$ cat config.mk
export PLATFORM = sky130hd
export DESIGN_NAME = aamr_ram
export DESIGN_NICKNAME = d
export VERILOG_FILES = /design/src/aabb_axis_move_resolver_unit_assert.svh /design/src/aamr_ram.sv
export SDC_FILE = /design/constraint.sdc
export NUM_CORES = 1
export LEC_CHECK = 0
export BUFFER_PORTS_ARGS = -buffer_cell sky130_fd_sc_hd__clkbuf_2
export CORE_MARGIN = 5
export CORE_UTILIZATION = 40
export DETAILED_ROUTE_END_ITERATION = 10
export GPL_TIMING_DRIVEN = 1
export SYNTH_ARGS = -nofsm -noshare
export SYNTH_HDL_FRONTEND = slang
export SYNTH_SLANG_ARGS = --single-unit
$ cat constraint.sdc
create_clock -name clk -period 1.7 [get_ports clk]
set_input_delay 0.255 -clock clk [delete_from_list [all_inputs] [get_ports clk]]
set_output_delay 0.255 -clock clk [all_outputs]
set_load 0.005 [all_outputs]
$ cat src/aabb_axis_move_resolver_unit_assert.svh
// ----------------------------------------------------------------------------
// Assertion macros for the AABB move resolver
// Implication checks clocked on clk and disabled while arst_n is low.
// ----------------------------------------------------------------------------
`ifndef AABB_AXIS_MOVE_RESOLVER_UNIT_ASSERT_SVH
`define AABB_AXIS_MOVE_RESOLVER_UNIT_ASSERT_SVH
`ifndef NO_ASSERTIONS
// same-cycle implication
`define AAMR_ASSERT_IMP(lbl, ante, cons) \
	lbl: assert property (@(posedge clk) disable iff (!arst_n) (ante) |-> (cons)) \
		else $error("assertion failed");
// next-cycle implication
`define AAMR_ASSERT_NXT(lbl, ante, cons) \
	lbl: assert property (@(posedge clk) disable iff (!arst_n) (ante) |=> (cons)) \
		else $error("assertion failed");
`else
`define AAMR_ASSERT_IMP(lbl, ante, cons)
`define AAMR_ASSERT_NXT(lbl, ante, cons)
`endif
`endif

$ cat src/aamr_ram.sv
// ----------------------------------------------------------------------------
// aamr_ram
// Generic simple dual-port RAM, one write port, one read port, registered read.
// ----------------------------------------------------------------------------
`default_nettype none

module aamr_ram #(
	parameter int WIDTH = 8,
	parameter int DEPTH = 16,
	localparam int AW   = (DEPTH > 1) ? $clog2(DEPTH) : 1
) (
	input  wire logic             clk,
	input  wire logic             we,
	input  wire logic [AW-1:0]    waddr,
	input  wire logic [WIDTH-1:0] wdata,
	input  wire logic [AW-1:0]    raddr,
	output logic      [WIDTH-1:0] rdata
);

	logic [WIDTH-1:0] mem [DEPTH];

	always_ff @(posedge clk) begin
		if (we) begin
			mem[waddr] <= wdata;
		end
		rdata <= mem[raddr];
	end

endmodule

`default_nettype wire

==> metrics, run 1 <==
Slew Limit Fails=0; worst setup path start=mem[1][1]; Core Box Area=12620 µm²; R2R Path Start=mem[1][1]; Vias=2419; final setup TNS=0 ns; achievable frequency=0.7254 GHz; mux cell area share after synthesis=15.02%; Top Ports=26; Resize count post-CTS=0; main combinational cell family by area after synthesis=multiplexers; Place WS=-0.009232 ns; period utilization=81.09%; xor and xnor area share after synthesis=0%; Worst Hold Depth=1; vias in the first global route=2466; RSZ-0062 raised after global routing=no; drt wl/cell=20.23 µm; Vias/cell=5.147; Worst Tran Pin Value=0.6231 ns; Synth Area in Simple Gates=3.184%; run status=complete, no violations; worst-path fanout max=1; reg2reg path depth=3; Core Rows=41; 1st-iter DRT viols=212; Starting Density=40.79%; GPL Wtd Cong=0.7070; final hold vios=0; worst hold-check path type=input pin to flop; Post-Syn Area=5147 µm²; htree depth=4; clock network power share=44.5%; design area=6153 µm²; Worst setup SP type=flop; Routed WL=9507 µm; Max Cap Viol=0; Util after Layout=48.76%; initial antenna violation count=0; Post-Syn Instances=229; final worst slack=0.3215 ns; Setup CP Type=flop to flop; combinational share of power=4.7%; share of cells above drive strength 1=31.88%; die area=15240 µm²; post-DP HPWL=6331 µm; CTS root buffer=clkbuf_16; global-route wire length before repair=14750 µm; Die Ht=123.4 µm; Antenna Cells=0; Port Buffer Count=25; synthesized area per cell=22.48 µm²; ANT nets after route=0; YS warnings=0; post-CTS setup buffers=0; total gr overflow=0; clk buf depth=2; Die Wd=123.4 µm; CTS buffer count=17; Synth Area in Compound Gates=2.333%; Post-CTS Hold Buffers=0; relative slew slack=58.31%; clk_skew=0.006704 ns; Reg power frac=50.8%; Post-Synth Adder-Cell Area=0%; Data arrival, critical path=1.66 ns; Sw Share=19.54%; power per cell area=1208 nW/µm²; #FFs+latches synth=136; DP Area=5609 µm²; VDD IR-drop max=0.6923 mV; worst skew pair latency=0.41 ns; number of remaining DRC errors=0; WHS Endpoint=mem[6][5]; CTS tree=built; Clock Sinks=136; Synth cell types=19; startpoint of the worst hold path=wdata[5]; Internal=5980 µW; worst r2r dst=rdata[1]; drt pass-1 iters=4; Worst setup EP type=flop; largest net degree at the start of global routing=22; Net Sw Power=1452 µW; Hold Slack=0.2628 ns; Worst Path Required=1.99 ns; final worst path period need=1.379 ns; Leak=0.002099 µW; nets=303; final setup fails=0; FILL cells=1032; global-route usage over all layers=13.90%; clk slew on worst S/H paths=0.05 ns; Synth Net Count=247; sequential fraction of the synthesis area=77.78%; setup slack, reg-to-reg=0.32 ns; Layout area overhead=19.54%
==> Yosys cell counts, drive strengths merged <==
cell	n	area, µm²
nand3	1	5.000
dfxtp	8	160.2
nor2	13	48.80
nand3b	2	15.01
a22oi	16	120.1
edfxtp	128	3844
buf	7	56.30
nand2b	2	12.51
and2	1	6.260
and2b	1	7.510
clkdlybuf4s25	3	30.03
nand2	9	33.78
nor3	4	20.02
mux4	32	773.2
nor2b	1	6.260
or3b	1	8.760
==> flip-flops by register name, indices dropped and copies added (netlist names) <==
name / cells
rdata: 8
mem: 128
==> layout make-up <==
cell class	instances	area, µm²	share of cell area, %
clock inverters	9	76.32	1.240
clock buffers	23	467.9	7.605
repair buffers	47	327.8	5.327
well taps	172	215.2	3.497
multi-input cells	83	1062	17.26
flip-flops and latches	136	4004	65.07
==> metal layers <==
metal,vias to the layer above,GRT usage (%),part of all wire (%)
met5,-,0,0
met4,0,6.228,1.5
met3,12,4.117,4.4
met2,51,22.05,51
met1,1270,17.74,43
li1,1086,-,-
==> worst max-delay path by stage <==
stage | endpoint | slack [ns] | cells past startpoint
5_1_grt | rdata[0] | 0.28 | 3
3_5_place_dp | rdata[1] | -0.009 | 5
6_report | rdata[1] | 0.32 | 3
2_1_floorplan | mem[3][0] | 0.18 | 2
3_3_place_gp | rdata[1] | -0.00002 | 5
4_1_cts | rdata[1] | 0.32 | 3
==> power groups by stage <==
stage	Combinational [µW]	Sequential, µW	Clock, µW
2_1_floorplan	191	3840	0
3_3_place_gp	348	3840	0
3_5_place_dp	355	3840	0
4_1_cts	356	3780	3380
5_1_grt	381	3780	3520
6_report	347	3780	3310
==> worst max-delay path: stages (launching register included) <==
cell	delay, ns
edfxtp_1	0.36
mux4_1	0.51
a22oi_1	0.29
nand2_1	0.11
==> through the flow <==
| stage | power, µW | std cells |
|---|---|---|
| finish | 7432 | 470 |
| global route | 7677 | 470 |
| CTS | 7510 | 470 |
| detailed placement | 4199 | 438 |
| global placement | 4190 | 438 |
| floorplan | 4027 | 229 |
==> logic make-up (layout without fill, tap and decap cells) <==
| logic type | Yosys count | after routing |
|---|---|---|
| compound gates | 16 | 16 |
| buf+inv | 10 | 79 |
| flops | 136 | 136 |
| mux | 32 | 32 |
| simple gates | 35 | 35 |
==> cells in the final DEF, fill, tap and decap left out <==
| master | Yosys | final |
|---|---|---|
| clkbuf_16 | 0 | 17 |
| nand2b_1 | 2 | 2 |
| edfxtp_1 | 128 | 128 |
| clkbuf_8 | 0 | 2 |
| nor3_2 | 0 | 1 |
| clkbuf_2 | 0 | 25 |
| buf_4 | 1 | 19 |
| dfxtp_1 | 8 | 8 |
| and2_1 | 1 | 1 |
| bufinv_16 | 0 | 1 |
| clkinv_4 | 0 | 1 |
| nor2_1 | 13 | 13 |
| mux4_2 | 18 | 18 |
| nor3_1 | 4 | 3 |
| clkinvlp_4 | 0 | 1 |
| mux4_1 | 14 | 14 |
| and2b_1 | 1 | 1 |
| a22oi_1 | 16 | 16 |
| nor2b_1 | 1 | 1 |
| nand3b_1 | 2 | 2 |
| buf_12 | 0 | 3 |
| nand3_1 | 1 | 1 |
| or3b_2 | 1 | 1 |
| clkbuf_1 | 0 | 4 |
| nand2_1 | 9 | 9 |
| clkinv_2 | 0 | 6 |
No activity file was read; power rests on OpenSTA's default activity.
==> run 2, diff against run 1 <==
==> constraint.sdc (replaced) <==
create_clock -name clk -period 1.13 [get_ports clk]
set_input_delay 0.1695 -clock clk [delete_from_list [all_inputs] [get_ports clk]]
set_output_delay 0.1695 -clock clk [all_outputs]
set_load 0.005 [all_outputs]
==> run 2 against run 1 <==
Net effect: the flow now finishes with violations (setup timing); first-iteration DRC count decreased by 29%; maximum frequency increased by 9.0%; routed wire length decreased by 2.3%; combinational power increased by 69%; critical path type unchanged.
==> metrics, run 2 (synthesized netlist as in run 1, its figures left out) <==
worst r2r dst=rdata[4] (was rdata[1]); top flop regs=mem: 128 flops, rdata: 8 flops (unchanged); number of remaining DRC errors=0 (unchanged); R2R Path Start=mem[3][4] (was mem[1][1]); Antenna Cells=0 (unchanged); global-route wire length before repair=14620 µm (was 14750 µm); CTS tree=built (unchanged); Die Wd=123.4 µm (unchanged); Top Ports=26 (unchanged); CTS buffer count=17 (unchanged); clk buf depth=2 (unchanged); worst skew pair latency=0.40 ns (was 0.41 ns); reg2reg path depth=3 (unchanged); Worst Path Required=1.41 ns (was 1.99 ns); global-route usage over all layers=13.53% (was 13.90%); power per cell area=1851 nW/µm² (was 1208 nW/µm²); Largest Register=mem (unchanged); Post-Layout Cell Count=477 (was 470); largest net degree at the start of global routing=26 (was 22); worst hold-check path type=input pin to flop (unchanged); drt wl/cell=19.47 µm (was 20.23 µm); final worst slack=-0.1342 ns (was 0.3215 ns); worst setup path start=mem[3][4] (was mem[1][1]); worst-path fanout max=1 (unchanged); Routed WL=9285 µm (was 9507 µm); die area=15240 µm² (unchanged); Core Box Area=12620 µm² (unchanged); Worst Setup EP=rdata[4] (was rdata[1]); ANT nets after route=0 (unchanged); CP max stage delay=0.49 ns (was 0.51 ns); period utilization=111.9% (was 81.09%); Place WS=-0.4399 ns (was -0.009232 ns); Core Rows=41 (unchanged); nets=310 (was 303); Port Buffer Count=25 (unchanged); Setup CP Type=flop to flop (unchanged); htree depth=4 (unchanged); Worst setup EP type=flop (unchanged); Clock Sinks=136 (unchanged); VDD IR-drop max=1.096 mV (was 0.6923 mV); Die Ht=123.4 µm (unchanged); Vias/cell=5.013 (was 5.147); total gr overflow=0 (unchanged); commonest non-fill, non-tap cells in the layout=128 x edfxtp_1, 31 x mux4_2, 25 x clkbuf_2 (was 128 x edfxtp_1, 25 x clkbuf_2, 19 x buf_4); RSZ-0062 raised after global routing=yes (was no); setup slack, reg-to-reg=-0.13 ns (was 0.32 ns); Post-CTS Hold Buffers=0 (unchanged); run status=finished with violations (was complete, no violations); CP max-delay cell=mux4_2 (was mux4_1); share of cells above drive strength 1=43.93% (was 31.88%); crit-path cells=mux4_2 -> a22oi_2 -> nand2_1 (was mux4_1 -> a22oi_1 -> nand2_1); drt pass-1 iters=4 (unchanged); Worst Tran Pin Value=0.8541 ns (was 0.6231 ns); most common cell after layout, fill and taps aside=edfxtp_1 (unchanged); initial antenna violation count=0 (unchanged); final hold vios=0 (unchanged); placed cells=444 (was 438); Starting Density=40.79% (unchanged); total power=11770 µW (was 7432 µW); final worst path period need=1.264 ns (was 1.379 ns); Data arrival, critical path=1.55 ns (was 1.66 ns); achievable frequency=0.7910 GHz (was 0.7254 GHz); clk_skew=0.005876 ns (was 0.006704 ns); post-DP HPWL=6297 µm (was 6331 µm); Vias=2391 (was 2419); 1st-iter DRT viols=150 (was 212); GPL Wtd Cong=0.7164 (was 0.7070); Leak=0.002121 µW (was 0.002099 µW); final setup fails=8 (was 0); max reg flops=128 (unchanged); final setup TNS=-0.8729 ns (was 0 ns); failing checks=setup timing; relative slew slack=42.85% (was 58.31%); CTS root buffer=clkbuf_16 (unchanged); Max Cap Viol=0 (unchanged); Worst setup SP type=flop (unchanged); startpoint of the worst hold path=wdata[0] (was wdata[5]); vias in the first global route=2565 (was 2466); Layout area overhead=23.58% (was 19.54%); Slew Limit Fails=0 (unchanged); clk slew on worst S/H paths=0.06 ns (was 0.05 ns)
run 2: stage by stage:
| stage | hold WS (ns) | cell area [µm²] | util, % |
|---|---|---|---|
| floorplan | 0.2684 | 5196 | - |
| global placement | 0.5434 | 5727 | 45.38 |
| detailed placement | 0.5517 | 5727 | 45.38 |
| CTS | 0.1804 | 6354 | 50.35 |
| global route | 0.2182 | 6361 | 50.41 |
| finish | 0.1874 | 6361 | 50.41 |
run 2: cell type report:
type,count,area [µm²]
flip-flops and latches,136,4004
well taps,172,215.2
clock inverters,14,172.7
repair buffers,54,442.9
clock buffers,18,429.2
fillers,1042,6259
multi-input cells,83,1097
run 2: how the worst min path moves through the flow:
stage	endpoint	cells after the start
final	mem[7][0]	1
after floorplan	mem[0][0]	0
after global placement	rdata[4]	1
after detailed placement	rdata[4]	1
after global routing	mem[7][0]	1
after CTS	mem[7][0]	1
run 2: critical path, delay by kind of cell (launching register included):
family,cells,cell delay [ns]
simple gates,1,0.09
mux,1,0.49
flops,1,0.37
compound gates,1,0.20
run 2: power breakdown:
part | internal, µW | leakage (µW) | switching [µW] | total [µW]
combinational | 273 | 0.000606 | 313 | 586
sequential | 5640 | 0.00122 | 34.7 | 5680
clock | 3490 | 0.000291 | 2020 | 5510
total | 9400 | 0.00212 | 2370 | 11800
run 2: timing repair:
| action | 4_1_cts | 5_1_grt |
|---|---|---|
| gates cloned | 0 | 0 |
| pin swaps | 3 | 3 |
| buffers inserted | 0 | 1 |
| endpoints found under the setup margin | 8 | 16 |
| endpoints found under the hold margin | 0 | 0 |
| resized for setup | 5 | 0 |
run 2: per-layer routing:
metal	vias to the layer above	GRT usage [%]	wire [µm]
li1	1095	-	-
met1	1228	18.51	4175
met2	60	21.10	4632
met3	8	3.156	370
met4	0	5.398	106
met5	-	0	0
