### src/aabb_axis_move_resolver_unit_assert.svh
// ----------------------------------------------------------------------------
// Assertion macros for the AABB move resolver
// Implication checks clocked on clk and disabled while arst_n is low.
// ----------------------------------------------------------------------------
`ifndef AABB_AXIS_MOVE_RESOLVER_UNIT_ASSERT_SVH
`define AABB_AXIS_MOVE_RESOLVER_UNIT_ASSERT_SVH
`ifndef NO_ASSERTIONS
// same-cycle implication
`define AAMR_ASSERT_IMP(lbl, ante, cons) \
	lbl: assert property (@(posedge clk) disable iff (!arst_n) (ante) |-> (cons)) \
		else $error("assertion failed");
// next-cycle implication
`define AAMR_ASSERT_NXT(lbl, ante, cons) \
	lbl: assert property (@(posedge clk) disable iff (!arst_n) (ante) |=> (cons)) \
		else $error("assertion failed");
`else
`define AAMR_ASSERT_IMP(lbl, ante, cons)
`define AAMR_ASSERT_NXT(lbl, ante, cons)
`endif
`endif

### src/aamr_pkg.sv
// ----------------------------------------------------------------------------
// aamr_pkg
// Shared types, sizes and helpers of the AABB move resolver.
// ----------------------------------------------------------------------------
`default_nettype none

package aamr_pkg;

	localparam int MAX_COLLIDERS = 64;
	localparam int ADDR_W        = (MAX_COLLIDERS > 1) ? $clog2(MAX_COLLIDERS) : 1;
	localparam int CNT_W         = $clog2(MAX_COLLIDERS + 2);
	localparam int COORD_W       = 32;
	localparam int EXT_W         = COORD_W + 2;
	localparam int SLOT_W        = 6;

	localparam int S_TDATA_W = 200;
	localparam int S_TUSER_W = 2;
	localparam int M_TDATA_W = 64;
	localparam int M_TUSER_W = 3;

	typedef enum logic [1:0] {
		CMD_WRITE = 2'd0,
		CMD_CLEAR = 2'd1,
		CMD_QUERY = 2'd2,
		CMD_NONE  = 2'd3
	} cmd_t;

	typedef logic signed [COORD_W-1:0] coord_t;
	typedef logic signed [EXT_W-1:0]   ext_t;

	typedef struct packed {
		coord_t hi_y;
		coord_t hi_x;
		coord_t lo_y;
		coord_t lo_x;
	} box_t;

	localparam int BOX_W = $bits(box_t);

	// one axis pass: mover span on the moving axis (alo..ahi), on the other (plo..phi)
	typedef struct packed {
		ext_t alo;
		ext_t ahi;
		ext_t plo;
		ext_t phi;
		ext_t d;
		logic vert;
	} axis_cfg_t;

	typedef struct packed {
		logic start;
		logic issue;
		logic live;
	} scan_ctl_t;

	typedef struct packed {
		coord_t safe;
		logic   hit_pos;
		logic   hit_neg;
	} axis_res_t;

	function automatic ext_t sext(input coord_t v);
		return {{(EXT_W-COORD_W){v[COORD_W-1]}}, v};
	endfunction

endpackage

`default_nettype wire

### src/aamr_axis_unit.sv
// ----------------------------------------------------------------------------
// aamr_axis_unit
// One axis pass: tests each table word against the swept mover and clamps
// the move to the nearest gap. Two stages: test, then accumulate.
// ----------------------------------------------------------------------------
`default_nettype none
`include "aabb_axis_move_resolver_unit_assert.svh"

module aamr_axis_unit
	import aamr_pkg::*;
(
	input  wire logic      clk,
	input  wire logic      arst_n,
	input  wire scan_ctl_t ctl,
	input  wire axis_cfg_t cfg_in,
	input  wire box_t      entry,
	output axis_res_t      res
);

	axis_cfg_t cfg_q;
	ext_t      sw_lo_q;
	ext_t      sw_hi_q;
	ext_t      safe_q;
	logic      hit_pos_q;
	logic      hit_neg_q;
	logic      v_s1;
	logic      cand_s2;
	ext_t      gap_s2;

	logic d_pos;
	logic d_neg;
	logic in_d_pos;
	logic in_d_neg;
	ext_t s_alo, s_ahi, s_plo, s_phi;
	logic box_ok, broad_ok, strict_ok, cand;
	ext_t gap;

	assign d_neg    = cfg_q.d[EXT_W-1];
	assign d_pos    = !cfg_q.d[EXT_W-1] && (cfg_q.d != '0);
	assign in_d_neg = cfg_in.d[EXT_W-1];
	assign in_d_pos = !cfg_in.d[EXT_W-1] && (cfg_in.d != '0);

	// stage 1: test the word just read
	always_comb begin
		box_ok = (entry.lo_x <= entry.hi_x) && (entry.lo_y <= entry.hi_y);
		if (cfg_q.vert) begin
			s_alo = sext(entry.lo_y);
			s_ahi = sext(entry.hi_y);
			s_plo = sext(entry.lo_x);
			s_phi = sext(entry.hi_x);
		end else begin
			s_alo = sext(entry.lo_x);
			s_ahi = sext(entry.hi_x);
			s_plo = sext(entry.lo_y);
			s_phi = sext(entry.hi_y);
		end
		broad_ok  = !((s_alo > sw_hi_q) || (s_ahi < sw_lo_q) ||
			(s_plo > cfg_q.phi) || (s_phi < cfg_q.plo));
		strict_ok = !((cfg_q.phi <= s_plo) || (cfg_q.plo >= s_phi));
		cand      = v_s1 && box_ok && broad_ok && strict_ok && (d_pos || d_neg);
		gap       = d_pos ? (s_alo - cfg_q.ahi) : (s_ahi - cfg_q.alo);
	end

	always_ff @(posedge clk or negedge arst_n) begin
		if (!arst_n) begin
			cfg_q     <= '0;
			sw_lo_q   <= '0;
			sw_hi_q   <= '0;
			safe_q    <= '0;
			hit_pos_q <= 1'b0;
			hit_neg_q <= 1'b0;
			v_s1      <= 1'b0;
			cand_s2   <= 1'b0;
		end else begin
			v_s1    <= ctl.issue && ctl.live;
			cand_s2 <= cand;
			if (ctl.start) begin
				cfg_q     <= cfg_in;
				sw_lo_q   <= in_d_neg ? (cfg_in.alo + cfg_in.d) : cfg_in.alo;
				sw_hi_q   <= in_d_pos ? (cfg_in.ahi + cfg_in.d) : cfg_in.ahi;
				safe_q    <= cfg_in.d;
				hit_pos_q <= 1'b0;
				hit_neg_q <= 1'b0;
			end else if (cand_s2) begin
				// stage 2: clamp to the nearest gap, never past zero
				if (d_pos && (gap_s2 < safe_q)) begin
					safe_q    <= gap_s2[EXT_W-1] ? '0 : gap_s2;
					hit_pos_q <= 1'b1;
				end else if (d_neg && (gap_s2 > safe_q)) begin
					safe_q    <= gap_s2[EXT_W-1] ? gap_s2 : '0;
					hit_neg_q <= 1'b1;
				end
			end
		end
	end

	always_ff @(posedge clk) begin
		gap_s2 <= gap;
	end

	assign res.safe    = safe_q[COORD_W-1:0];
	assign res.hit_pos = hit_pos_q;
	assign res.hit_neg = hit_neg_q;

	`AAMR_ASSERT_IMP(a_hit_one_side, hit_pos_q || hit_neg_q, !(hit_pos_q && hit_neg_q))
	`AAMR_ASSERT_IMP(a_safe_in_pos, d_pos, !safe_q[EXT_W-1] && (safe_q <= cfg_q.d))
	`AAMR_ASSERT_IMP(a_safe_in_neg, d_neg,
		(safe_q[EXT_W-1] || (safe_q == '0)) && (safe_q >= cfg_q.d))

endmodule

`default_nettype wire

### config.mk
export PLATFORM = sky130hd
export DESIGN_NAME = aamr_axis_unit
export DESIGN_NICKNAME = d
export VERILOG_FILES = /design/src/aamr_pkg.sv /design/src/aamr_axis_unit.sv
export VERILOG_INCLUDE_DIRS = /design/src /design/src/src
export SDC_FILE = /design/constraint.sdc
export NUM_CORES = 1
export LEC_CHECK = 0
export BUFFER_PORTS_ARGS = -buffer_cell sky130_fd_sc_hd__buf_2
export CAP_MARGIN = 20
export CORE_UTILIZATION = 60
export CTS_CLUSTER_DIAMETER = 50
export CTS_CLUSTER_SIZE = 20
export DETAILED_ROUTE_END_ITERATION = 16
export GPL_ROUTABILITY_DRIVEN = 0
export PLACE_DENSITY_LB_ADDON = 0.15
export SLEW_MARGIN = 20
export SYNTH_ARGS = -nofsm -noshare
export SYNTH_HDL_FRONTEND = slang
export SYNTH_SLANG_ARGS = --single-unit
### constraint.sdc
create_clock -name clk -period 8.5 [get_ports clk]
set_clock_uncertainty 0.15 [all_clocks]
set_input_delay 0 -clock clk [delete_from_list [all_inputs] [get_ports clk]]
set_output_delay 0 -clock clk [all_outputs]
set_load 0.05 [all_outputs]
==> flow_summary.ini <==
[floorplanning]
ios = 338
die_area_sq_um = 43850
die_h_um = 209.4
rows = 75
initial_core_util_pct = 61.11
core_area_sq_um = 42230
die_w_um = 209.4

[setup_path]
crit_top_cell = o21ai_0
rr_worst_depth = 12
r2r_slack_ns = 2.94
crit_required_ns = 8.80
worstPathCellList = buf_4, o21ai_0, ha_1, nor2_1, nand2_1, o41ai_1, o21ai_0, nand4_1, nor3_1, o211ai_1, nor4_1, dlygate4sd3_1
critPathMaxStageDelay_ns = 1.05
arrival_ns = 5.86
slowest_stage = dfrtp_4
endpoint_kind = flop
timing.rr.end = cand_s2
cp_top_family = compound AO/OA/AOI/OAI gates
crit_type = reg -> reg
r2r_start = cfg_q[0]
cp-start-kind = flop
critPathMaxFanout = 81
critPathBufInv = 2

[timing]
fin_crit_sh_pct = 65.43
slew_viol_final = 0
fin_crit_ns = 5.562
setup_tns_ns = 0
final_hold_viol_count = 0
hold_slack_ns = 0.04001
setup_viol = 0
rsz0062_at_grt = false
maxSlewHeadroom_pct = 27.34
timing.fmax_mhz = 179.8
postLayoutSetupSlackWorst_ns = 2.938
tightest_slew_ns = 1.090

[global_route]
grt_pass1_vias = 24965
grt_overflow_total = 0
grt_pass1_wl_um = 134900
grt_antenna_before_repair = 6
grt_use_total_pct = 39.45
grt_max_degree = 196

[synth]
async_reset_ff_share_pct = 89.07
syn_area_sq_um = 25810
syn_area_per_cell_sq_um = 8.695
netlist_instances = 2968
synth_edf_count = 0
synth_seq_cells = 311
yosysWarnings = 0
yosysSeqAreaShare_pct = 29.50
synth_flop_cell = dfrtp_1
netlist-cell-type-count = 77
synthesis.nets = 3641

[worst_hold_path]
hold_depth = 3
hp-start = ctl[1]
min_path_type = in -> reg
min_to = v_s1

[detailed_routing]
firstDrtPassIters = 8
drc = 0
drt_iter0_drc = 2689
ant_nets = 0
vias = 25081
avgViaCountPerCell = 6.247
finalWirelength_um = 87040
wl_per_cell_um = 21.68

[flow_run]
maxCapViolCount = 0

[cts]
clkTransAtPathRegs_ns = 0.07
h-tree-depth = 2
cts_tree = done
cts_buffer_depth = 3
cts_buffers = 41
cts.root.buffer_cell = clkbuf_16
post_cts_buffers = 0
clock_latency_ns = 0.58
cts_sinks = 311

[power_and_ir_drop]
peakVddDrop_mv = 0.1693
pwr-share-comb_pct = 37.7
leakagePower_nw = 15.70
pwr-share-seq_pct = 30.9
power.switching_w = 0.002258
power_density_nw_per_um2 = 189.6
swShare_pct = 37.96
internal_power_w = 0.003691
clkPwrFrac_pct = 31.4

[cells_and_area]
area_delta_synth_final_pct = 21.57
layout-drive-gt1-share_pct = 16.19
finalNetCount = 4111
fin_area_sq_um = 31370

[placement]
portBuffers = 337
pre_cts_slack_ns = 3.494
post_dp_cell_area_sq_um = 27670
hpwl_um = 64150

[outcome]
status = finished, final reports clean
area by class of cell:
class                   instances  area, sq um
multi-input cells            2200        16350
fillers                      3025        10860
flip-flops and latches        311         7616
repair buffers                568         4045
inverters                     316         1186
clock buffers                  47         1131
well taps                     539        674.4
clock inverters                29        352.8
diodes                          5        12.51
routing by layer:
metal | GRT usage [%] | wire length, um | vias up | part of all wire [%]
met4 | 17.67 | 3957 | 2 | 4.5
li1 | - | - | 11569 | -
met3 | 7.003 | 8713 | 276 | 10
met2 | 62.21 | 38610 | 1375 | 44
met1 | 53.00 | 35750 | 11859 | 41
met5 | 0 | 11 | - | 0.013
power by group through the flow:
stage	Clock [W]	Combinational, W	Sequential [W]
3_5_place_dp	0	0.00207	0.00185
3_3_place_gp	0	0.00199	0.00184
2_1_floorplan	0	0.00150	0.00178
4_1_cts	0.00188	0.00217	0.00183
5_1_grt	0.00195	0.00245	0.00185
6_report	0.00187	0.00224	0.00184
metrics by stage:
step	power [W]	utilization, %	std cells
after floorplan	0.003282	-	2968
after CTS	0.005881	74.15	4007
after detailed placement	0.003922	65.52	3715
after global placement	0.003832	65.42	3713
after global routing	0.006249	74.29	4015
final	0.005948	74.29	4015
sequential cells by signal, indices dropped and copies added, names as in the netlist:
register / cells
hit_pos_q: 1
sw_hi_q: 34
sw_lo_q: 34
v_s1: 1
cand_s2: 1
safe_q: 34
hit_neg_q: 1
gap_s2: 34
cfg_q: 171
cell usage after synthesis, types with 5 or more instances:
cell type / n / area [sq um]
clkbuf_1: 83 / 311.6
nor2b_1: 37 / 231.5
nor3_1: 29 / 145.1
and3_1: 10 / 62.56
and4_1: 11 / 96.34
xnor2_1: 54 / 473.0
nor2_1: 120 / 450.4
o21a_1: 19 / 142.6
a21o_1: 123 / 923.4
or3_1: 9 / 56.30
a31oi_1: 24 / 150.1
a211oi_1: 16 / 120.1
dfrtp_1: 277 / 6932
buf_2: 5 / 25.02
o21bai_1: 12 / 90.09
buf_4: 34 / 255.2
mux2i_1: 100 / 1001
nand2_1: 264 / 991.0
buf_1: 19 / 71.32
o21ai_0: 271 / 1356
o21ai_1: 10 / 50.05
a221o_1: 10 / 100.1
dfxtp_1: 34 / 680.7
o211a_1: 8 / 80.08
nand2b_1: 35 / 219.0
nor4_1: 22 / 137.6
mux2_2: 103 / 1160
o2111ai_1: 39 / 341.6
or2_2: 7 / 43.79
o211ai_1: 46 / 345.3
nand4_1: 59 / 369.1
a2111oi_0: 5 / 43.79
o31ai_1: 12 / 90.09
inv_1: 315 / 1182
ha_1: 365 / 4567
a21oi_1: 210 / 1051
xor2_1: 48 / 420.4
nand3_1: 40 / 200.2
a21boi_0: 7 / 52.55
cell usage in the layout (no fill, tap or decap), types with 9 or more instances in the layout:
| cell type | instances |
|---|---|
| clkbuf_16 | 43 |
| dfxtp_1 | 34 |
| xor2_1 | 48 |
| a21o_1 | 122 |
| or3_1 | 9 |
| inv_1 | 315 |
| mux2i_1 | 100 |
| nor2_1 | 120 |
| a211oi_1 | 16 |
| o211ai_1 | 46 |
| nor3_1 | 29 |
| mux2_2 | 103 |
| dlygate4sd3_1 | 217 |
| nand2b_1 | 35 |
| xnor2_1 | 54 |
| nor4_1 | 22 |
| o2111ai_1 | 39 |
| o31ai_1 | 12 |
| ha_1 | 365 |
| o21ai_1 | 10 |
| inv_6 | 10 |
| nand3_1 | 40 |
| a31oi_1 | 24 |
| nand2_1 | 264 |
| nor2b_1 | 37 |
| and3_1 | 10 |
| dfrtp_1 | 276 |
| o21ai_0 | 271 |
| a21oi_1 | 210 |
| buf_2 | 336 |
| a221o_1 | 10 |
| o21a_1 | 18 |
| o21bai_1 | 12 |
| and4_1 | 11 |
| nand4_1 | 59 |
worst register-to-register path: cells and delay by family, from the launching register on:
family | cells | cell delay [ns]
AO/OA/AOI/OAI | 4 | 1.75
buffers and inverters | 2 | 1.54
flip-flops | 1 | 1.05
AND/OR/NAND/NOR | 5 | 0.55
adder cells (fa/ha/maj) | 1 | 0.40
worst max path at each step:
stage / start / to / cells after the start
floorplan: cfg_q[0] / gap_s2[32] / 16
global route: cfg_q[0] / cand_s2 / 12
detailed placement: cfg_q[0] / gap_s2[33] / 12
global placement: cfg_q[0] / gap_s2[33] / 12
CTS: cfg_q[0] / cand_s2 / 14
finish: cfg_q[0] / cand_s2 / 12
cell families after synthesis:
kind of cell    share of synthesized area, %
flops                                  29.50
buf+inv                                7.166
fa+ha+maj                              18.01
mux                                    8.417
compound gates                         21.22
simple gates                           12.06
xor+xnor                               3.641
what timing repair did:
action | in CTS | in global routing
hold buffers | 216 | 1
hold endpoints to repair | 406 | 59
gates resized for setup | 0 | 0
Power figures use the tool's default switching activity.
